[src/lsp2p_pkg.sv]
package lsp2p_pkg;

  localparam int unsigned RANGE_BITS_DEF = 16;
  localparam int unsigned ANGLE_BITS_DEF = 16;

  // cordic datapath: x, y in Q2.30 with headroom, z in 2^-32 turn units
  localparam int unsigned CORDIC_STEPS = 16;
  localparam int unsigned CORDIC_W     = 34;
  localparam int unsigned TURN_W       = 32;
  localparam logic signed [CORDIC_W-1:0] CORDIC_GAIN = 34'sh026DD3B6A;

  localparam logic [TURN_W-1:0] ATAN_TURNS [CORDIC_STEPS] = '{
    32'h20000000, 32'h12E4051E, 32'h09FB385B, 32'h051111D4,
    32'h028B0D43, 32'h0145D7E1, 32'h00A2F61E, 32'h00517C55,
    32'h0028BE53, 32'h00145F2F, 32'h000A2F98, 32'h000517CC,
    32'h00028BE6, 32'h000145F3, 32'h0000A2FA, 32'h0000517D
  };

  localparam int unsigned Q14_W    = 16;
  localparam int unsigned Q_RAW_W  = CORDIC_W - 16;
  localparam int unsigned PPM_W    = 8;
  localparam int unsigned CP_W     = 24;
  localparam int unsigned CENTRE_W = 16;
  localparam int unsigned PIXEL_W  = 15;

  localparam logic [PPM_W-1:0] PPM_RST       = 8'd40;
  localparam int unsigned      MAX_RANGE_RST = 4096;

  // configuration port
  localparam int unsigned APB_AW  = 5;
  localparam int unsigned APB_DW  = 32;
  localparam int unsigned REG_IDX_W = 3;

  localparam logic [REG_IDX_W-1:0] REG_MIN_RANGE   = 3'd0;
  localparam logic [REG_IDX_W-1:0] REG_MAX_RANGE   = 3'd1;
  localparam logic [REG_IDX_W-1:0] REG_START_ANGLE = 3'd2;
  localparam logic [REG_IDX_W-1:0] REG_ANGLE_STEP  = 3'd3;
  localparam logic [REG_IDX_W-1:0] REG_PPM         = 3'd4;

  typedef struct packed {
    logic                       run;
    logic                       flip;
    logic signed [CORDIC_W-1:0] x;
    logic signed [CORDIC_W-1:0] y;
    logic signed [CORDIC_W-1:0] z;
  } cordic_t;

  // round Q2.30 to Q1.14 with a floor shift and clamp to plus or minus one
  function automatic logic signed [Q14_W-1:0] to_q14(input logic signed [CORDIC_W-1:0] v);
    logic signed [CORDIC_W-1:0] t;
    logic signed [CORDIC_W-1:0] sh;
    logic signed [Q_RAW_W-1:0]  r;
    logic signed [Q14_W-1:0]    res;
    t   = v + (CORDIC_W'(1) <<< 15);
    sh  = t >>> 16;
    r   = sh[Q_RAW_W-1:0];
    res = r[Q14_W-1:0];
    if (r > Q_RAW_W'(16384)) begin
      res = Q14_W'(16384);
    end else if (r < -Q_RAW_W'(16384)) begin
      res = -Q14_W'(16384);
    end
    return res;
  endfunction

endpackage

[src/lsp2p_apb_regs.sv]
module lsp2p_apb_regs #(
  parameter int unsigned RANGE_BITS = lsp2p_pkg::RANGE_BITS_DEF,
  parameter int unsigned ANGLE_BITS = lsp2p_pkg::ANGLE_BITS_DEF
) (
  input  logic                          clk_i,
  input  logic                          rst_ni,
  input  logic                          psel,
  input  logic                          penable,
  input  logic                          pwrite,
  input  logic [lsp2p_pkg::APB_AW-1:0]  paddr,
  input  logic [lsp2p_pkg::APB_DW-1:0]  pwdata,
  output logic [lsp2p_pkg::APB_DW-1:0]  prdata,
  output logic                          pready,
  output logic [RANGE_BITS-1:0]         min_range_o,
  output logic [RANGE_BITS-1:0]         max_range_o,
  output logic [ANGLE_BITS-1:0]         start_angle_o,
  output logic [ANGLE_BITS-1:0]         angle_step_o,
  output logic [lsp2p_pkg::PPM_W-1:0]   ppm_o
);
  import lsp2p_pkg::*;

  logic [REG_IDX_W-1:0]  reg_idx;
  logic                  wr_en;
  logic [RANGE_BITS-1:0] min_range_q, max_range_q;
  logic [ANGLE_BITS-1:0] start_angle_q, angle_step_q;
  logic [PPM_W-1:0]      ppm_q;

  assign reg_idx = paddr[APB_AW-1:2];
  assign pready  = 1'b1;
  assign wr_en   = psel && penable && pwrite;

  always_ff @(posedge clk_i or negedge rst_ni) begin
    if (!rst_ni) begin
      min_range_q   <= '0;
      max_range_q   <= RANGE_BITS'(MAX_RANGE_RST);
      start_angle_q <= '0;
      angle_step_q  <= '0;
      ppm_q         <= PPM_RST;
    end else if (wr_en) begin
      unique case (reg_idx)
        REG_MIN_RANGE:   min_range_q   <= pwdata[RANGE_BITS-1:0];
        REG_MAX_RANGE:   max_range_q   <= pwdata[RANGE_BITS-1:0];
        REG_START_ANGLE: start_angle_q <= pwdata[ANGLE_BITS-1:0];
        REG_ANGLE_STEP:  angle_step_q  <= pwdata[ANGLE_BITS-1:0];
        REG_PPM:         ppm_q         <= pwdata[PPM_W-1:0];
        default: ;
      endcase
    end
  end

  always_comb begin
    prdata = '0;
    unique case (reg_idx)
      REG_MIN_RANGE:   prdata = APB_DW'(min_range_q);
      REG_MAX_RANGE:   prdata = APB_DW'(max_range_q);
      REG_START_ANGLE: prdata = APB_DW'(start_angle_q);
      REG_ANGLE_STEP:  prdata = APB_DW'(angle_step_q);
      REG_PPM:         prdata = APB_DW'(ppm_q);
      default:         prdata = '0;
    endcase
  end

  assign min_range_o   = min_range_q;
  assign max_range_o   = max_range_q;
  assign start_angle_o = start_angle_q;
  assign angle_step_o  = angle_step_q;
  assign ppm_o         = ppm_q;

endmodule

[config.mk]
export PLATFORM = sky130hd
export DESIGN_NAME = lsp2p_apb_regs
export DESIGN_NICKNAME = d
export VERILOG_FILES = /design/src/lsp2p_pkg.sv /design/src/lsp2p_apb_regs.sv
export SDC_FILE = /design/constraint.sdc
export NUM_CORES = 1
export LEC_CHECK = 0
export ABC_AREA = 1
export BUFFER_PORTS_ARGS = -buffer_cell sky130_fd_sc_hd__buf_4
export CORE_UTILIZATION = 35
export DETAILED_ROUTE_END_ITERATION = 7
export GPL_ROUTABILITY_DRIVEN = 0
export PLACE_DENSITY = 0.71
export SYNTH_ARGS = -nofsm -noshare
export SYNTH_HDL_FRONTEND = slang
export SYNTH_SLANG_ARGS = --single-unit
[constraint.sdc]
create_clock -name clk_i -period 1.6 [get_ports clk_i]
set_input_delay 0.24 -clock clk_i [delete_from_list [all_inputs] [get_ports clk_i]]
set_output_delay 0.24 -clock clk_i [all_outputs]
set_load 0.02 [all_outputs]
Word level (Yosys, flattened, before mapping)
Index checks and enable logic that the tools add are counted.

storage, ports and cells
  flip-flop bits (word level) = 72
  latch bits = 0
  RAM bits = 0
  bits in read-only memories = 0
  bits of input ports = 42
  output and inout port bits = 105
  logic and storage cells = 18
  memories = 0

cells by class
  add/sub/neg operators = 0
  multiply operators = 0
  divide/modulo/power cells = 0
  magnitude comparators = 0
  eq/ne operators = 4
  shifts and indexed selects = 0
  mux-type cells = 1
  bitwise logic cells = 0
  reduce and logical (&&, ||, !) cells = 8

operator list
  operator            number
  $pmux 16 s5         1
  $reduce_and 2->1    5
  $eq 3x2->1 const B  2
  $eq 3x1->1 const B  1
  $eq 3x3->1 const B  1
  $logic_not 3->1     1
  $logic_and 1x1->1   2

Logic depth before layout (Yosys ltp)
  depth after elaboration = 3
  depth in mapped cells = 9
  depth with buffers taken out = 7

Worst setup path before layout
No wires, ideal clock.

  path type = input port to output port
  start = input paddr[2] in the netlist's numbering
  end = output prdata[10] in the netlist's numbering
  arrival time = 1.187 ns
  required time = 1.360 ns
  path slack = 0.173 ns
  stages on the path = 7
  path buffers = 2
  cell sequence = buf_4 nor2_4 buf_1 nand3_1 o21ai_0 inv_1 nand2_1

on the way
  longest elaborated chain between the ends = 2
  elaborated cells between the ends (all ways) = 6

ends and longest elaborated chain
  item                                      line                  RTL
  start: declaration                        lsp2p_apb_regs.sv:10  input logic [lsp2p_pkg::APB_AW-1:0] paddr,
  $eq 3x3->1, or another cell as far along  lsp2p_apb_regs.sv:53  unique case (reg_idx)
  $pmux 16 s5 (*)                           lsp2p_apb_regs.sv:53
  end: declaration                          lsp2p_apb_regs.sv:12  output logic [lsp2p_pkg::APB_DW-1:0] prdata,

Mark *: on every way between the ends. The rest lies on a longest branch, timed or not.

Worst setup path in the final report
  start = register ppm_q[3], in the netlist ppm_o[3]
  end = output prdata[3] in the netlist's numbering

on the way
  longest elaborated chain between the ends = 1

ends and longest elaborated chain
  item                      line                  RTL
  start: declaration        lsp2p_apb_regs.sv:26  logic [PPM_W-1:0] ppm_q;
  start signal: assignment  lsp2p_apb_regs.sv:45  REG_PPM: ppm_q <= pwdata[PPM_W-1:0];
  $pmux 16 s5               lsp2p_apb_regs.sv:53

No other way between the ends.

==> results.cfg <==
[outcome]
status = finished, final reports clean

[logic_synthesis]
yosys.cell_types.count = 23
synth_common_cells = nand2_1 (107), dfrtp_1 (69), inv_1 (60), o21ai_0 (56), o21ai_1 (29)
synth.most_common_cell = nand2_1
seq_area_frac_synth = 0.512
mappedNetlistArea_mm2 = 0.00353
synth_cells = 442
synth_area_leaders = dfrtp_1 (49%), nand2_1 (11%), o21ai_0 (7.9%)
yosys.area.top_type_share = 0.490
ys_async_sr_fraction = 1.00
synth_ff_type = dfrtp_1
yosys_warnings = 0
yosysTopAreaCell = dfrtp_1
ys_seq_elements = 72
avgSynthCellArea_um2 = 7.98
synth_edf_count = 0

[cts]
clk_pin_slew_ns = 0.08
cts_tree = done
cts_buffers = 9
clock_latency_ns = 0.33
htreeDepth = 3
root_buffer = clkbuf_8
clkSinkCount = 72
ctsLongestPathBuffers = 2

[setup_path]
critical_path_class = flip-flop to output pin
cp_data_required_time_ns = 1.36
cp_max_fo = 3
timing.reg2reg.worst_path_depth = 3
cp-start-kind = flip-flop
crit_path_end_kind = output pin
cp.arrival_ns = 1.26

[final_layout]
antenna_cells = 0
drive_gt1_frac = 0.277
nets = 604
area_delta_synth_final_pct = 33.8

[timing]
rsz0062_at_grt = no
hold_viol_final = 0
clock_skew_ns = 0
min_period_ns = 1.50
finalCritPeriodShare = 0.935
fmax_mhz = 668
final-setup-viol-count = 0
drv_slew = 0
holdWs_ns = 0.116
finalSetupTns_ns = 0

[detailed_routing]
firstDrtPassIters = 4
drtAntennaViolNets = 0
wire_per_inst_um = 14.1
route.detailed.drc = 0
drt-total-wl_um = 9840
vias = 3255
vias_per_cell = 4.65
drt_iter0_drc = 120

[pwr]
leakage_nw = 2.50
ir_drop_mv = 0.481
powerDensity_mw_per_mm2 = 1210

[hold_path]
hp-class = input pin to flip-flop
hold_depth = 3

[job]
maxCapViolCount = 0

[die]
dieWidth_um = 102
initial_core_util = 0.361
io_pins = 147
rows = 36
coreArea_mm2 = 0.00977
die_area_mm2 = 0.0105
die_h_um = 102

[place]
place_hpwl_um = 7110
port_buffers = 111

[grt]
grt_pass1_vias = 3039
grt_max_degree = 36
overflow = 0
grt_pass1_wl_um = 15400
antenna_found_initial = 0
grt_usage = 0.196
[final timing paths]
| check | end | slack [ns] | from |
|---|---|---|---|
| setup / recovery | prdata[3] | 0.10 | ppm_o[3]$_DFFE_PN1P_ |
| hold / removal | angle_step_o[5]$_DFFE_PN0P_ | 0.12 | pwdata[5] |
| setup reg to reg | ppm_o[5]$_DFFE_PN1P_ | 0.77 | ppm_o[5]$_DFFE_PN1P_ |
| hold reg to reg | ppm_o[3]$_DFFE_PN1P_ | 0.51 | ppm_o[3]$_DFFE_PN1P_ |
| max in group asynchronous | max_range_o[12]$_DFFE_PN1P_ | 0.64 | rst_ni |
| min in group asynchronous | max_range_o[1]$_DFFE_PN0P_ | 0.39 | rst_ni |
[sequential cells by signal (all words and copies together), names as in the netlist]
| signal | count |
|---|---|
| angle_step_o | 16 |
| max_range_o | 16 |
| min_range_o | 16 |
| ppm_o | 8 |
| start_angle_o | 16 |
[what timing repair did]
action,in CTS,in global routing
resized for setup,0,4
endpoints found under the setup margin,0,5
endpoints found under the hold margin,24,0
setup buffers,0,1
hold buffers,1,0
[through the flow]
step,worst slack [ns],cells,cell area [µm²],power [mW],util
2_1_floorplan,0.173,457,3580,3.49,-
3_3_place_gp,0.0807,682,4500,4.33,0.461
3_5_place_dp,0.0658,682,4500,4.38,0.461
4_1_cts,0.0547,699,4700,5.77,0.481
5_1_grt,0.0206,700,4720,6.07,0.483
6_report,0.103,700,4720,5.72,0.483
[cell type report]
cell class / instances / area, µm²
Fill cell: 976 / 5060
Sequential cell: 72 / 1810
Multi-Input combinational cell: 283 / 1290
Timing Repair Buffer: 133 / 1030
Inverter: 63 / 239
Clock buffer: 16 / 190
Tap cell: 133 / 166
[cells by family (layout without fill, tap and decap cells)]
group | after synthesis | count (layout) | synth area share
buffers and inverters | 102 | 212 | 0.140
other | 2 | 17 | 0.00213
DFF | 72 | 72 | 0.512
AOI/OAI and AO/OA | 93 | 93 | 0.132
and+or+nand+nor | 173 | 173 | 0.214
[power breakdown]
group / internal [mW] / switching, mW
combinational: 0.772 / 1.10
sequential: 2.19 / 0.286
clock: 0.737 / 0.635
total: 3.69 / 2.03
[cells in the final DEF (no fill, tap or decap), types with 8 or more instances in the layout]
| cell | netlist | routed |
|---|---|---|
| nor2_1 | 23 | 23 |
| conb_1 | 2 | 17 |
| buf_4 | 21 | 130 |
| clkbuf_8 | 0 | 13 |
| o21ai_1 | 29 | 32 |
| o21ai_0 | 56 | 53 |
| dfrtp_1 | 69 | 69 |
| nand2_1 | 107 | 107 |
| inv_1 | 60 | 60 |
| a21oi_1 | 8 | 8 |
| nand3_1 | 27 | 27 |
| nand4_1 | 10 | 10 |
[layer usage]
metal,GRT usage,wire length (µm),up-vias
met4,0.0648,96,0
li1,-,-,1604
met5,0,0,-
met3,0.0595,700,8
met1,0.248,4280,1516
met2,0.319,4760,127
[worst max-delay path, stage by stage, from the launching register on]
cell and delay [ns]:
dfstp_2 0.55, nand3_1 0.08, nand2_1 0.07, nor2_1 0.05, nand2_1 0.05, buf_4 0.13
(Power assumes the default switching activity.)
