$ cat config.mk
export PLATFORM = sky130hd
export DESIGN_NAME = lsp2p_cordic_cell
export DESIGN_NICKNAME = d
export VERILOG_FILES = /design/src/lsp2p_pkg.sv /design/src/lsp2p_cordic_cell.sv
export SDC_FILE = /design/constraint.sdc
export NUM_CORES = 1
export LEC_CHECK = 0
export ABC_AREA = 1
export ABC_CLOCK_PERIOD_IN_PS = 800
export CAP_MARGIN = 5
export CORE_MARGIN = 5
export CORE_UTILIZATION = 60
export CTS_CLUSTER_SIZE = 10
export DETAILED_ROUTE_END_ITERATION = 10
export DONT_BUFFER_PORTS = 1
export PLACE_DENSITY = 0.76
export SLEW_MARGIN = 20
export SYNTH_ARGS = -nofsm -noshare
export SYNTH_HDL_FRONTEND = slang
export SYNTH_SLANG_ARGS = --single-unit
$ cat constraint.sdc
create_clock -name clk_i -period 0.8 [get_ports clk_i]
set_input_delay 0.16 -clock clk_i [delete_from_list [all_inputs] [get_ports clk_i]]
set_output_delay 0.16 -clock clk_i [all_outputs]
set_load 0.01 [all_outputs]
$ cat src/lsp2p_pkg.sv
package lsp2p_pkg;

  localparam int unsigned RANGE_BITS_DEF = 16;
  localparam int unsigned ANGLE_BITS_DEF = 16;

  // cordic datapath: x, y in Q2.30 with headroom, z in 2^-32 turn units
  localparam int unsigned CORDIC_STEPS = 16;
  localparam int unsigned CORDIC_W     = 34;
  localparam int unsigned TURN_W       = 32;
  localparam logic signed [CORDIC_W-1:0] CORDIC_GAIN = 34'sh026DD3B6A;

  localparam logic [TURN_W-1:0] ATAN_TURNS [CORDIC_STEPS] = '{
    32'h20000000, 32'h12E4051E, 32'h09FB385B, 32'h051111D4,
    32'h028B0D43, 32'h0145D7E1, 32'h00A2F61E, 32'h00517C55,
    32'h0028BE53, 32'h00145F2F, 32'h000A2F98, 32'h000517CC,
    32'h00028BE6, 32'h000145F3, 32'h0000A2FA, 32'h0000517D
  };

  localparam int unsigned Q14_W    = 16;
  localparam int unsigned Q_RAW_W  = CORDIC_W - 16;
  localparam int unsigned PPM_W    = 8;
  localparam int unsigned CP_W     = 24;
  localparam int unsigned CENTRE_W = 16;
  localparam int unsigned PIXEL_W  = 15;

  localparam logic [PPM_W-1:0] PPM_RST       = 8'd40;
  localparam int unsigned      MAX_RANGE_RST = 4096;

  // configuration port
  localparam int unsigned APB_AW  = 5;
  localparam int unsigned APB_DW  = 32;
  localparam int unsigned REG_IDX_W = 3;

  localparam logic [REG_IDX_W-1:0] REG_MIN_RANGE   = 3'd0;
  localparam logic [REG_IDX_W-1:0] REG_MAX_RANGE   = 3'd1;
  localparam logic [REG_IDX_W-1:0] REG_START_ANGLE = 3'd2;
  localparam logic [REG_IDX_W-1:0] REG_ANGLE_STEP  = 3'd3;
  localparam logic [REG_IDX_W-1:0] REG_PPM         = 3'd4;

  typedef struct packed {
    logic                       run;
    logic                       flip;
    logic signed [CORDIC_W-1:0] x;
    logic signed [CORDIC_W-1:0] y;
    logic signed [CORDIC_W-1:0] z;
  } cordic_t;

  // round Q2.30 to Q1.14 with a floor shift and clamp to plus or minus one
  function automatic logic signed [Q14_W-1:0] to_q14(input logic signed [CORDIC_W-1:0] v);
    logic signed [CORDIC_W-1:0] t;
    logic signed [CORDIC_W-1:0] sh;
    logic signed [Q_RAW_W-1:0]  r;
    logic signed [Q14_W-1:0]    res;
    t   = v + (CORDIC_W'(1) <<< 15);
    sh  = t >>> 16;
    r   = sh[Q_RAW_W-1:0];
    res = r[Q14_W-1:0];
    if (r > Q_RAW_W'(16384)) begin
      res = Q14_W'(16384);
    end else if (r < -Q_RAW_W'(16384)) begin
      res = -Q14_W'(16384);
    end
    return res;
  endfunction

endpackage

$ cat src/lsp2p_cordic_cell.sv
module lsp2p_cordic_cell #(
  parameter int unsigned SHIFT = 0
) (
  input  logic               clk_i,
  input  logic               rst_ni,
  input  lsp2p_pkg::cordic_t cell_i,
  output lsp2p_pkg::cordic_t cell_o
);
  import lsp2p_pkg::*;

  localparam logic signed [CORDIC_W-1:0] ATAN =
    {{(CORDIC_W-TURN_W){1'b0}}, ATAN_TURNS[SHIFT]};

  logic signed [CORDIC_W-1:0] dx, dy;
  logic                       run_q;
  logic                       flip_q;
  logic signed [CORDIC_W-1:0] x_q, y_q, z_q;

  assign dx = cell_i.y >>> SHIFT;
  assign dy = cell_i.x >>> SHIFT;

  always_ff @(posedge clk_i or negedge rst_ni) begin
    if (!rst_ni) begin
      run_q <= 1'b0;
    end else begin
      run_q <= cell_i.run;
    end
  end

  // rotate towards z = 0
  always_ff @(posedge clk_i) begin
    flip_q <= cell_i.flip;
    if (!cell_i.z[CORDIC_W-1]) begin
      x_q <= cell_i.x - dx;
      y_q <= cell_i.y + dy;
      z_q <= cell_i.z - ATAN;
    end else begin
      x_q <= cell_i.x + dx;
      y_q <= cell_i.y - dy;
      z_q <= cell_i.z + ATAN;
    end
  end

  assign cell_o = '{run: run_q, flip: flip_q, x: x_q, y: y_q, z: z_q};

endmodule

==> results of run 1 <==
## metal layers
metal | overflow | track usage [%]
met1 | 0 | 72.3
met4 | 2 | 63.0
met2 | 1 | 86.2
met5 | 0 | 31.4
met3 | 0 | 57.0
## kinds of logic after synthesis
kind of cell	Yosys count	synth area share [%]
AND/OR/NAND/NOR	809	35.0
buffers and inverters	310	13.1
AO/OA/AOI/OAI	247	13.7
adder cells (fa/ha/maj)	107	14.3
flip-flops	103	21.6
XOR/XNOR	25	2.29
multiplexers	1	0.104
## per-stage QoR
stage          instances  util [%]
3_3_place_gp        2001      77.0
2_1_floorplan       1602         -
3_5_place_dp        2001      77.0
4_1_cts             2083      92.7
## timing repair
| action | CTS |
|---|---|
| buffers inserted | 38 |
| setup endpoints to repair | 168 |
| hold buffers | 35 |
| endpoints found under the hold margin | 82 |
| pin swaps | 134 |
| resized for setup | 474 |
==> run_results.csv, run 1 <==
group,metric,value,unit
run_status,status,"stopped before the end",
run_status,haltStage,"global routing (5_1_grt)",
run_status,error,"[ERROR GRT-0116] Global routing finished with congestion. Check the congestion regions in the DRC Viewer.",
synthesis,synth_common_cells,"nand2_1 (468), inv_1 (262), nand3_1 (159)",
synthesis,synth-main-ff-cell,"dfxtp_1",
clock_network,cts_sinks,103,
placed_design,numPortBuffers,0,
grt,grt_use_total,70.6,%
synthesis,netlist_instances,1602,
synthesis,netlist.area_leader.share,21.3,%
floorplan,initial_core_util,60.8,%
synthesis,ys_top_cells_by_area,"dfxtp_1 (21%), nand2_1 (18%), ha_1 (13%)",
floorplan,pin_count,210,
synthesis,avgSynthCellArea,5.98,sq um
synthesis,async_flop_share,0.971,%
synthesis,yosys.area.top_type,"dfxtp_1",
synthesis,synth_edf_count,0,
clock_network,cts-buffers-inserted,9,
clock_network,cts_root_buffer,"clkbuf_16",
floorplan,die_y,136,microns
clock_network,cts_buffer_depth,2,
grt,grt_pass1_wl,99800,microns
placed_design,place.gp.congestion,1.04,
floorplan,fp.dieW,136,microns
clock_network,htree_levels,3,
synthesis,synth.distinct_cells,38,
floorplan,num_rows,46,
synthesis,synth-seq-cells,103,
placed_design,hpwl,30200,microns
placed_design,pre_cts_ws,-1.15,ns
grt,grt_pass1_vias,16600,
synthesis,syn_nets,1815,
grt,grt_max_degree,61,
synthesis,yosysMostFrequentCell,"nand2_1",
grt,grt-ovfl-total,3,
synthesis,ys_warn_count,0,
synthesis,synth-seq-area-share,21.6,%
placed_design,place_area,0.0121,sq mm
synthesis,syn_area,0.00958,sq mm
==> run 2, diff against run 1 <==
--- a/config.mk
+++ b/config.mk
@@ -9,11 +9,10 @@
 export ABC_CLOCK_PERIOD_IN_PS = 800
 export CAP_MARGIN = 5
 export CORE_MARGIN = 5
-export CORE_UTILIZATION = 60
-export CTS_CLUSTER_SIZE = 10
+export CORE_UTILIZATION = 40
 export DETAILED_ROUTE_END_ITERATION = 10
 export DONT_BUFFER_PORTS = 1
-export PLACE_DENSITY = 0.76
+export PLACE_DENSITY_LB_ADDON = 0.15
 export SLEW_MARGIN = 20
 export SYNTH_ARGS = -nofsm -noshare
 export SYNTH_HDL_FRONTEND = slang
==> run_results.csv, run 2 <==
group,metric,value,unit
synthesis,netlist.area_leader.share,21.3,%
timing,finalSetupViolations,168,
flow_run,drv_cap,0,
synthesis,yosysMostFrequentCell,"nand2_1",
cells_and_area,reg.largest.list,"x_q: 34 flops, z_q: 34 flops, y_q: 33 flops",
grt,grt_max_degree,61,
synthesis,syn_area,0.00958,sq mm
floorplan,pin_count,210,
min_path,hp-class,"input pin to register",
timing,clock.fmax,0.671,GHz
clock_network,ctsHoldBuffers,35,
synthesis,netlist_instances,1602,
routing,dr_wl_met2,18800,microns
min_path,min_to,"y_q[2]",
routing,wl_met1,17400,microns
setup_path,path_cells,"ha_4 > fa_2 > nand2_2 > nand2_2 > and2_4 > nand3_2 > nand2_2 > nand2_2 > nand2_4 > buf_6 > nand2_4 > nand2_2 > nand2_2 > nand3_2 > nand2_1",
timing,slew_headroom,72.9,%
cells_and_area,final_common_cell,"nand2_1",
min_path,holdPathStages,1,
grt,grt_pass1_vias,11200,
clock_network,cts_root_buffer,"clkbuf_16",
routing,routed_wl,40000,microns
clock_network,cts-buffers-inserted,9,
synthesis,avgSynthCellArea,5.98,sq um
floorplan,fp.dieW,165,microns
clock_network,htree_levels,3,
power,p_leak,7.55,nW
run_status,status,"finished with violations",
clock_network,cts_tree,"yes",
synthesis,synth-seq-cells,103,
grt,grt_pass1_wl,59100,microns
placed_design,hpwl,30900,microns
setup_path,start_kind,"input pin",
timing,fin_crit_sh,186,%
grt,grt_use_total,27.9,%
setup_path,slowest_stage,"fa_2",
placed_design,place.gp.congestion,0.970,
synthesis,synth-seq-area-share,21.6,%
floorplan,die_y,165,microns
cells_and_area,layout-drive-gt1-share,46.9,%
power,powerDensity,1430,mW/mm^2
timing,fin_crit,1.49,ns
setup_path,crit_path_max_incr_delay,0.38,ns
floorplan,dieArea,0.0271,sq mm
setup_path,crit_buf_inv,1,
cells_and_area,utilization,65.8,%
synthesis,synth_edf_count,0,
routing,ant_nets,0,
routing,drt_iter0_markers,871,
timing,hold_ws,-0.124,ns
setup_path,crit_top_cell,"nand2_2",
cells_and_area,final_cell_mix,"nand2_1 (328), buf_4 (240), inv_1 (209)",
synthesis,async_flop_share,0.971,%
setup_path,cp_top_family,"simple AND/OR/NAND/NOR gates",
cells_and_area,n_fill_cell,2040,
routing,dr_total_vias,11500,
routing,wl_per_cell,18.1,microns
clock_network,cts_sinks,103,
timing,setup_slack,-0.689,ns
routing,routed_via_density,5.20,
synthesis,synth.distinct_cells,38,
setup_path,cp.arrival,1.81,ns
synthesis,synth-main-ff-cell,"dfxtp_1",
synthesis,yosys.area.top_type,"dfxtp_1",
placed_design,numPortBuffers,0,
synthesis,ys_top_cells_by_area,"dfxtp_1 (21%), nand2_1 (18%), ha_1 (13%)",
floorplan,core-area,0.0235,sq mm
timing,rsz0062_at_grt,"true",
routing,drc,0,
power,vdd_ir_drop_max,0.000973,V
min_path,hp-start,"cell_i[33]",
grt,grt-ovfl-total,0,
cells_and_area,syn_to_final_growth,61.8,%
synthesis,ys_warn_count,0,
synthesis,syn_nets,1815,
timing,slew_viol_final,0,
setup_path,endpoint_kind,"register",
routing,dr.pass1.iters,5,
routing,wl_met3,2950,microns
floorplan,num_rows,56,
timing,hold_viol_final,50,
run_status,violations,"negative hold slack, negative setup slack",
routing,top_layer,"met4",
synthesis,synth_common_cells,"nand2_1 (468), inv_1 (262), nand3_1 (159)",
floorplan,initial_core_util,40.7,%
setup_path,criticalPathCategory,"input pin to register",
setup_path,crit_required,1.12,ns
grt,antenna_found_initial,0,
clock_network,clk_pin_slew,0.10,ns
cells_and_area,nets,2098,
clock_network,cts_buffer_depth,2,
timing,worst-slew-pin-transition,0.403,ns
cells_and_area,antenna_cells,0,
setup_path,critPathMaxFanout,3,
## run 2: cell counts after synthesis
No cell type changed its count.
## run 2: metrics by stage
stage | setup WS, ns | total power [mW] | cell area, sq um | instances | setup TNS (ns)
4_1_cts | -0.647 | 20.9 | 14400 | 2192 | -40.24
5_1_grt | -0.784 | 23.3 | 15500 | 2209 | -49.08
2_1_floorplan | -0.755 | 11.6 | 10500 | 1602 | -44.20
6_report | -0.689 | 22.1 | 15500 | 2209 | -42.87
3_3_place_gp | -1.37 | 14.6 | 12300 | 2115 | -67.32
3_5_place_dp | -1.36 | 14.7 | 12300 | 2115 | -67.76
## run 2: cell families after synthesis
| family | Yosys count | share of synthesized area [%] |
|---|---|---|
| AOI/OAI and AO/OA | 247 | 13.7 |
| buffers and inverters | 310 | 13.1 |
| DFF | 103 | 21.6 |
| xor gates and xnor gates | 25 | 2.29 |
| adders and majority gates | 107 | 14.3 |
| muxes | 1 | 0.104 |
| and+or+nand+nor | 809 | 35.0 |
## run 2: worst max-delay path by stage
stage                          start       to  cells past startpoint
after floorplan           cell_i[34]  x_q[32]                     13
after global placement    cell_i[50]  y_q[18]                     10
after detailed placement  cell_i[48]  y_q[18]                     10
after CTS                 cell_i[34]  y_q[22]                     14
after global routing      cell_i[41]  x_q[19]                     14
final                     cell_i[34]  x_q[32]                     15
## run 2: where the power goes
part           switching, mW  total (mW)  internal [mW]
Clock                   2.57        4.79           2.22
Combinational           5.93        10.6           4.64
Sequential             0.711        6.76           6.05
## run 2: routing by layer
| metal | vias up | track usage (%) |
|---|---|---|
| li1 | 5637 | - |
| met4 | 0 | 7.45 |
| met5 | - | 0 |
| met3 | 66 | 5.39 |
| met2 | 423 | 46.9 |
| met1 | 5370 | 36.8 |
## run 2: what timing repair did
item	4_1_cts	5_1_grt
setup endpoints to repair	168	168
pin swaps	144	134
hold endpoints to repair	81	45
gates resized for setup	402	234
buffers inserted	43	24
cloned	0	0
## run 2: final cells by class
class	instances	area, sq um	area share, %
clock buffer	10	229	1.48
sequential	103	2220	14.3
multi-input combinational	1189	8830	57.0
clock inverter	6	57.6	0.371
tap	319	399	2.58
timing repair buffer	319	2690	17.4
inverter	263	1080	6.95
Note: power is estimated with default switching activity, not from simulation.
