**src/lsp2p_pkg.sv**
```systemverilog
package lsp2p_pkg;

  localparam int unsigned RANGE_BITS_DEF = 16;
  localparam int unsigned ANGLE_BITS_DEF = 16;

  // cordic datapath: x, y in Q2.30 with headroom, z in 2^-32 turn units
  localparam int unsigned CORDIC_STEPS = 16;
  localparam int unsigned CORDIC_W     = 34;
  localparam int unsigned TURN_W       = 32;
  localparam logic signed [CORDIC_W-1:0] CORDIC_GAIN = 34'sh026DD3B6A;

  localparam logic [TURN_W-1:0] ATAN_TURNS [CORDIC_STEPS] = '{
    32'h20000000, 32'h12E4051E, 32'h09FB385B, 32'h051111D4,
    32'h028B0D43, 32'h0145D7E1, 32'h00A2F61E, 32'h00517C55,
    32'h0028BE53, 32'h00145F2F, 32'h000A2F98, 32'h000517CC,
    32'h00028BE6, 32'h000145F3, 32'h0000A2FA, 32'h0000517D
  };

  localparam int unsigned Q14_W    = 16;
  localparam int unsigned Q_RAW_W  = CORDIC_W - 16;
  localparam int unsigned PPM_W    = 8;
  localparam int unsigned CP_W     = 24;
  localparam int unsigned CENTRE_W = 16;
  localparam int unsigned PIXEL_W  = 15;

  localparam logic [PPM_W-1:0] PPM_RST       = 8'd40;
  localparam int unsigned      MAX_RANGE_RST = 4096;

  // configuration port
  localparam int unsigned APB_AW  = 5;
  localparam int unsigned APB_DW  = 32;
  localparam int unsigned REG_IDX_W = 3;

  localparam logic [REG_IDX_W-1:0] REG_MIN_RANGE   = 3'd0;
  localparam logic [REG_IDX_W-1:0] REG_MAX_RANGE   = 3'd1;
  localparam logic [REG_IDX_W-1:0] REG_START_ANGLE = 3'd2;
  localparam logic [REG_IDX_W-1:0] REG_ANGLE_STEP  = 3'd3;
  localparam logic [REG_IDX_W-1:0] REG_PPM         = 3'd4;

  typedef struct packed {
    logic                       run;
    logic                       flip;
    logic signed [CORDIC_W-1:0] x;
    logic signed [CORDIC_W-1:0] y;
    logic signed [CORDIC_W-1:0] z;
  } cordic_t;

  // round Q2.30 to Q1.14 with a floor shift and clamp to plus or minus one
  function automatic logic signed [Q14_W-1:0] to_q14(input logic signed [CORDIC_W-1:0] v);
    logic signed [CORDIC_W-1:0] t;
    logic signed [CORDIC_W-1:0] sh;
    logic signed [Q_RAW_W-1:0]  r;
    logic signed [Q14_W-1:0]    res;
    t   = v + (CORDIC_W'(1) <<< 15);
    sh  = t >>> 16;
    r   = sh[Q_RAW_W-1:0];
    res = r[Q14_W-1:0];
    if (r > Q_RAW_W'(16384)) begin
      res = Q14_W'(16384);
    end else if (r < -Q_RAW_W'(16384)) begin
      res = -Q14_W'(16384);
    end
    return res;
  endfunction

endpackage

```
**src/lsp2p_pixel_map.sv**
```systemverilog
module lsp2p_pixel_map #(
  parameter int unsigned RANGE_BITS = lsp2p_pkg::RANGE_BITS_DEF
) (
  input  logic                                  clk_i,
  input  logic                                  rst_ni,
  input  lsp2p_pkg::cordic_t                    rot_i,
  input  logic [RANGE_BITS-1:0]                 range_i,
  input  logic [lsp2p_pkg::PPM_W-1:0]           ppm_i,
  input  logic signed [lsp2p_pkg::CENTRE_W-1:0] centre_i,
  output logic                                  done_o,
  output logic [lsp2p_pkg::PIXEL_W-1:0]         pixel_x_o,
  output logic [lsp2p_pkg::PIXEL_W-1:0]         pixel_y_o
);
  import lsp2p_pkg::*;

  localparam int unsigned PROD_W = Q14_W + PPM_W + 1;
  localparam int unsigned RC_W   = RANGE_BITS + 1 + CP_W;
  localparam int unsigned SHR    = RANGE_BITS - 6 + 14;
  localparam int unsigned SUM_W  = CENTRE_W + 1;

  logic [2:0] run_q;

  logic signed [Q14_W-1:0]  cq, sq;
  logic signed [Q14_W-1:0]  cos_q, nsin_q;
  logic signed [PROD_W-1:0] cp_c, sp_c;
  logic signed [CP_W-1:0]   cp_q, sp_q;
  logic signed [RC_W-1:0]   rc_c, rs_c;
  logic signed [RC_W-1:0]   rc_q, rs_q;
  logic signed [RC_W-1:0]   rc_sh, rs_sh;
  logic signed [SUM_W-1:0]  sum_x, sum_y;
  logic                     done_q;
  logic [PIXEL_W-1:0]       px_q, py_q;

  function automatic logic [PIXEL_W-1:0] clamp_px(input logic signed [SUM_W-1:0] v);
    logic [PIXEL_W-1:0] res;
    res = v[PIXEL_W-1:0];
    if (v[SUM_W-1]) begin
      res = '0;
    end else if (v[SUM_W-2:PIXEL_W] != '0) begin
      res = '1;
    end
    return res;
  endfunction

  assign cq = to_q14(rot_i.x);
  assign sq = to_q14(rot_i.y);

  assign cp_c = cos_q * signed'({1'b0, ppm_i});
  assign sp_c = nsin_q * signed'({1'b0, ppm_i});

  assign rc_c = signed'({1'b0, range_i}) * cp_q;
  assign rs_c = signed'({1'b0, range_i}) * sp_q;

  // c + floor(t / 2^k) equals floor((c * 2^k + t) / 2^k)
  assign rc_sh = rc_q >>> SHR;
  assign rs_sh = rs_q >>> SHR;
  assign sum_x = SUM_W'(centre_i) + SUM_W'(signed'(rc_sh[CENTRE_W-1:0]));
  assign sum_y = SUM_W'(centre_i) + SUM_W'(signed'(rs_sh[CENTRE_W-1:0]));

  always_ff @(posedge clk_i or negedge rst_ni) begin
    if (!rst_ni) begin
      run_q  <= '0;
      done_q <= 1'b0;
    end else begin
      run_q  <= {run_q[1:0], rot_i.run};
      done_q <= run_q[2];
    end
  end

  always_ff @(posedge clk_i) begin
    // y axis is flipped, so the sine term enters negated
    cos_q  <= rot_i.flip ? -cq : cq;
    nsin_q <= rot_i.flip ? sq : -sq;
    cp_q   <= cp_c[CP_W-1:0];
    sp_q   <= sp_c[CP_W-1:0];
    rc_q   <= rc_c;
    rs_q   <= rs_c;
    px_q   <= clamp_px(sum_x);
    py_q   <= clamp_px(sum_y);
  end

  assign done_o    = done_q;
  assign pixel_x_o = px_q;
  assign pixel_y_o = py_q;

endmodule
```
**config.mk**
```make
export PLATFORM = sky130hd
export DESIGN_NAME = lsp2p_pixel_map
export DESIGN_NICKNAME = d
export VERILOG_FILES = /design/src/lsp2p_pkg.sv /design/src/lsp2p_pixel_map.sv
export SDC_FILE = /design/constraint.sdc
export NUM_CORES = 2
export LEC_CHECK = 0
export ABC_AREA = 1
export BUFFER_PORTS_ARGS = -buffer_cell sky130_fd_sc_hd__buf_4
export CORE_AREA = 3 3 359 361
export CTS_CLUSTER_DIAMETER = 40
export DETAILED_ROUTE_END_ITERATION = 6
export DIE_AREA = 0 0 362 364
export SETUP_SLACK_MARGIN = 0.05
export SLEW_MARGIN = 0
export SYNTH_ARGS = -nofsm -noshare
export SYNTH_HDL_FRONTEND = slang
export SYNTH_SLANG_ARGS = --single-unit
```
**constraint.sdc**
```tcl
create_clock -name clk_i -period 8.4 [get_ports clk_i]
set_input_delay 1.68 -clock clk_i [delete_from_list [all_inputs] [get_ports clk_i]]
set_output_delay 1.68 -clock clk_i [all_outputs]
set_load 0.05 [all_outputs]
```
## Word-level counts from Yosys, hierarchy flattened

Cells that the tools add are included.

- Bits in registers: 194
- Bits of input ports: 146
- Output and inout bits: 31

- $add $sub $neg: 6
- Multipliers: 4
- $lt $le $gt $ge: 4
- Multiplexer cells: 8

Operators by type and width:

| operator | number |
|---|---|
| 2-to-1 mux 16 bit | 6 |
| multiplier 17 x 24 -> 40 bit | 2 |
| adder 34 x 17 -> 34 bit (second input constant) | 2 |
| multiplier 16 x 9 -> 24 bit | 2 |
| greater-than comparator 18 x 16 -> 1 bit (second input constant) | 2 |
| less-than comparator 18 x 15 -> 1 bit (second input constant) | 2 |
| adder 16 x 16 -> 17 bit | 2 |
| negation 16 bit | 2 |
| 2-to-1 mux 15 bit | 2 |

## Longest topological paths before layout

- Depth after elaboration: 6
- Mapped depth: 27
- Depth with buffers taken out: 25

## Least setup slack after synthesis

No wires, ideal clock.

- Path type: in2reg
- From: input port range_i[3]
- To: register rc_q[39]
- Library setup time: 0.125 ns
- Arrival time: 6.820 ns
- Data required time: 8.275 ns
- Slack: 1.455 ns
- Stages: 19
- Buffers on the path: 2
- Cells stage by stage: clkbuf_1 buf_1 nand2_1 fa_1 inv_1 fa_1 fa_1 fa_1 fa_1 inv_1 fa_1 inv_1 ha_1 nand2_1 nor4_1 nand3_1 nand3_1 a31oi_1 xor2_1

- Longest elaborated chain between the ends: 1

RTL lines:

| element | line | RTL |
|---|---|---|
| start: declaration | lsp2p_pixel_map.sv:7 | `input logic [RANGE_BITS-1:0] range_i,` |
| multiplier 17 x 24 -> 40 bit | lsp2p_pixel_map.sv:51 | `assign rc_c = signed'({1'b0, range_i}) * cp_q;` |
| net rc_c[39] | lsp2p_pixel_map.sv:27 | `logic signed [RC_W-1:0] rc_c, rs_c;` |
| end signal: assignment | lsp2p_pixel_map.sv:76 | `rc_q <= rc_c;` |
| end: declaration | lsp2p_pixel_map.sv:28 | `logic signed [RC_W-1:0] rc_q, rs_q;` |

The timed path passes the listed nets, and every way through them passes these cells.
A chain may end at the register's enable or synchronous reset.

## Worst setup path in the final report

- From: input port range_i[3]
- To: register rs_q[37]

- Longest elaborated chain between the ends: 1

RTL lines:

| element | line | RTL |
|---|---|---|
| multiplier 17 x 24 -> 40 bit | lsp2p_pixel_map.sv:52 | `assign rs_c = signed'({1'b0, range_i}) * sp_q;` |
| net rs_c[37] | lsp2p_pixel_map.sv:27 |  |
| end signal: assignment | lsp2p_pixel_map.sv:77 | `rs_q <= rs_c;` |
| end: declaration | lsp2p_pixel_map.sv:28 |  |

The timed path passes the listed nets, and every way through them passes these cells.

==> flow_summary_export.csv <==
group,metric,value,unit
run_status,status,"finished clean",
routing,drt.antenna.violating_nets,0,
yosys,synthCells,5701,
worst_setup_path,crit_chain,"buf_4 -> buf_4 -> nand2_1 -> fa_1 -> fa_1 -> fa_1 -> inv_1 -> fa_1 -> fa_1 -> inv_1 -> fa_1 -> inv_1 -> ha_1 -> nand2_1 -> nor4_1 -> o21ai_0 -> nand3_1 -> a21oi_1 -> o21bai_1 -> a21oi_1 -> xnor2_1",
yosys,async_flop_share,0.0274,
routing,vias,33500,
min_path,min_to,"done_o$_DFF_PN0_",
yosys,ys_seq_elements,146,
worst_setup_path,critical_path.slowest_cell,"fa_1",
layout,final_layout_size_suffix_gt1_frac,0.0465,
yosys,yosysTopAreaCell,"fa_1",
worst_setup_path,r2r-end,"rs_q[38]$_DFF_P_",
timing,layout_min_cycle_time,7.23,ns
timing,worstMarginPinSlew,1.01,ns
yosys,syn-cell-area,44000,um2
worst_setup_path,cp.arrival,7.60,ns
layout,register_area,2940,um2
routing,drt_iter0_drc,1940,
floorplanning,die_x,362,um
min_path,hold_depth,0,
placed_design,gp_congestion,0.864,
cts,cts-resized-gates,0,
cts,clk_pin_slew,0.06,ns
layout,final_nets,7036,
layout,n_fill_cell,13100,
worst_setup_path,reg2reg_slack,1.87,ns
routing,drt-pass1-iter-count,5,
worst_setup_path,cp.required,8.76,ns
floorplanning,rows,130,
grt,antenna_found_initial,3,
floorplanning,io_pins,177,
timing,hold_violations,0,
yosys,syn_nets,7111,
layout,stdcell_area,46800,um2
yosys,synthFlopType,"dfxtp_1",
worst_setup_path,r2r_start,"sp_q[23]$_DFF_P_",
layout,multi_input_area,33500,um2
timing,worst_slew_margin_rel,0.328,
placed_design,place_worst_setup_slack,0.755,ns
cts,worstSkewPairLatency,0.49,ns
cts,cts_hold_buf,0,
grt,grt_pass1_wl,181,mm
placed_design,io_buffers,112,
min_path,hold_start,"run_q[2]$_DFF_PN0_",
cts,clockRootBuffer,"clkbuf_16",
yosys,ys_warn_count,0,
cts,cts_setup_buffers,0,
yosys,ys_top_cells_by_count,"inv_1, nand2_1, fa_1",
cts,cts_num_sinks,146,
routing,detail_route.wl_per_cell,14.8,um
worst_setup_path,cp_top_family,"adder cells",
floorplanning,die_area,132000,um2
placed_design,place_hpwl,88.7,mm
timing,rsz0062_at_grt,"no",
routing,wl,108,mm
worst_setup_path,crit_path_end_kind,"register",
timing,fin_setup_tns,0,ns
routing,viasPerCell,4.60,
cts,tritoncts.num_buffers,17,
timing,period_share,0.861,
worst_setup_path,r2r_cells,18,
grt,overflow,0,
worst_setup_path,worstPathMaxFanout,25,
cts,cts_tree,"yes",
timing,setup_violations,0,
yosys,syn_area_per_cell,7.71,um2
worst_setup_path,cp.buffers_inverters,5,
timing,clock.fmax,138,MHz
min_path,hp-class,"reg2reg",
timing,fin_skew,0.0134,ns
worst_setup_path,critPathMaxStageDelay,0.60,ns
worst_setup_path,cpMostUsedCell,"fa_1",
worst_setup_path,crit_type,"in2reg",
timing,fin_hold_ws,0.358,ns
yosys,synth-edff-count,0,
layout,insertedDiodeCount,0,
floorplanning,core,126000,um2
floorplanning,initial_core_util,0.350,
floorplanning,die_y,364,um
timing,setup_slack,1.17,ns
grt,grt_pass1_vias,35600,
worst_setup_path,start_kind,"input port",
yosys,yosysMostFrequentCell,"inv_1",
grt,grt_usage,0.170,
layout,syn_to_final_growth,6.36,%
placed_design,placed_area,46200,um2
routing,route.detailed.drc,0,
job,drv_cap,0,
cts,cts_buffer_depth,2,
yosys,synth_area_leaders,"fa_1, inv_1, nand2_1, ha_1, dfxtp_1",
cts,htree_levels,4,
timing,drv_slew,0,
yosys,ys_seq_area_frac,0.0669,
grt,grt_max_degree,38,
yosys,synth.top_cell.area_share,0.429,
yosys,synth_cell_types,52,
routing by layer:
metal	vias up	wire, um	global-route usage
li1	15900	-	-
met5	-	27	0
met4	4	1900	0.0364
met1	16500	49600	0.235
met2	961	49000	0.282
met3	122	7300	0.0257
stage by stage:
step	utilization	cells
3_3_place_gp	0.367	7257
5_1_grt	0.372	7289
3_5_place_dp	0.367	7257
6_report	0.372	7289
2_1_floorplan	-	5701
4_1_cts	0.372	7289
how the worst max path moves through the flow:
stage / from / to / slack [ns] / depth (start not counted)
2_1_floorplan: range_i[3] / rc_q[39]$_DFF_P_ / 1.45 / 19
4_1_cts: range_i[3] / rs_q[37]$_DFF_P_ / 1.27 / 21
6_report: range_i[3] / rs_q[37]$_DFF_P_ / 1.17 / 21
3_5_place_dp: range_i[3] / rs_q[37]$_DFF_P_ / 0.76 / 21
5_1_grt: range_i[3] / rs_q[37]$_DFF_P_ / 0.86 / 21
3_3_place_gp: range_i[3] / rs_q[37]$_DFF_P_ / 0.82 / 21
worst reg2reg max path, cell delays in order (launching register included):
cell and delay (ns):
dfxtp_1 0.88, nand2_1 0.30, fa_1 0.67, inv_1 0.15, fa_1 0.74, fa_1 0.51
fa_1 0.52, fa_1 0.49, inv_1 0.05, fa_1 0.47, inv_1 0.04, ha_1 0.35
a21oi_1 0.24, nor2_1 0.06, nor2_1 0.16, o221ai_1 0.18, a21oi_1 0.16, o221ai_1 0.22
xor2_1 0.21
state kept, by name (all words and copies together) (netlist names):
signal,count
nsin_q,16
rc_q,16
done_o,1
cp_q,24
run_q,3
cos_q,16
rs_q,16
pixel_x_o,15
pixel_y_o,15
sp_q,24
kinds of logic after synthesis:
kind of cell               count (synthesis)  share of synthesized area
buffers and inverters                   1982                      0.171
AOI/OAI and AO/OA                        371                     0.0472
adders and majority gates               1264                      0.520
and+or+nand+nor                         1791                      0.165
DFF                                      146                     0.0669
xor gates and xnor gates                 147                     0.0293
cells in the final DEF (no fill, tap or decap), types with 10 or more instances in the layout:
| master | n |
|---|---|
| nand2_1 | 1433 |
| nand2_2 | 20 |
| nor3_1 | 20 |
| nand4_1 | 22 |
| nand3_1 | 83 |
| xor2_1 | 78 |
| o21ai_1 | 10 |
| buf_4 | 143 |
| a21oi_1 | 185 |
| clkbuf_16 | 17 |
| nor2_2 | 21 |
| o21bai_1 | 11 |
| nor2_1 | 149 |
| xnor2_1 | 69 |
| inv_1 | 1735 |
| ha_1 | 322 |
| o21ai_0 | 99 |
| nand2_4 | 11 |
| dfxtp_1 | 142 |
| fa_1 | 942 |
area by class of cell:
class / instances / area share
clock inverters: 15 / 0.00396
multi-input cells: 3573 / 0.717
flip-flops and latches: 146 / 0.0629
inverters: 1744 / 0.140
repair buffers: 144 / 0.0234
well taps: 1650 / 0.0441
clock buffers: 17 / 0.00910
Power is left out: the tool's default activity adds up to more than one toggle a clock period on the data nets, which glitch-free logic cannot reach.
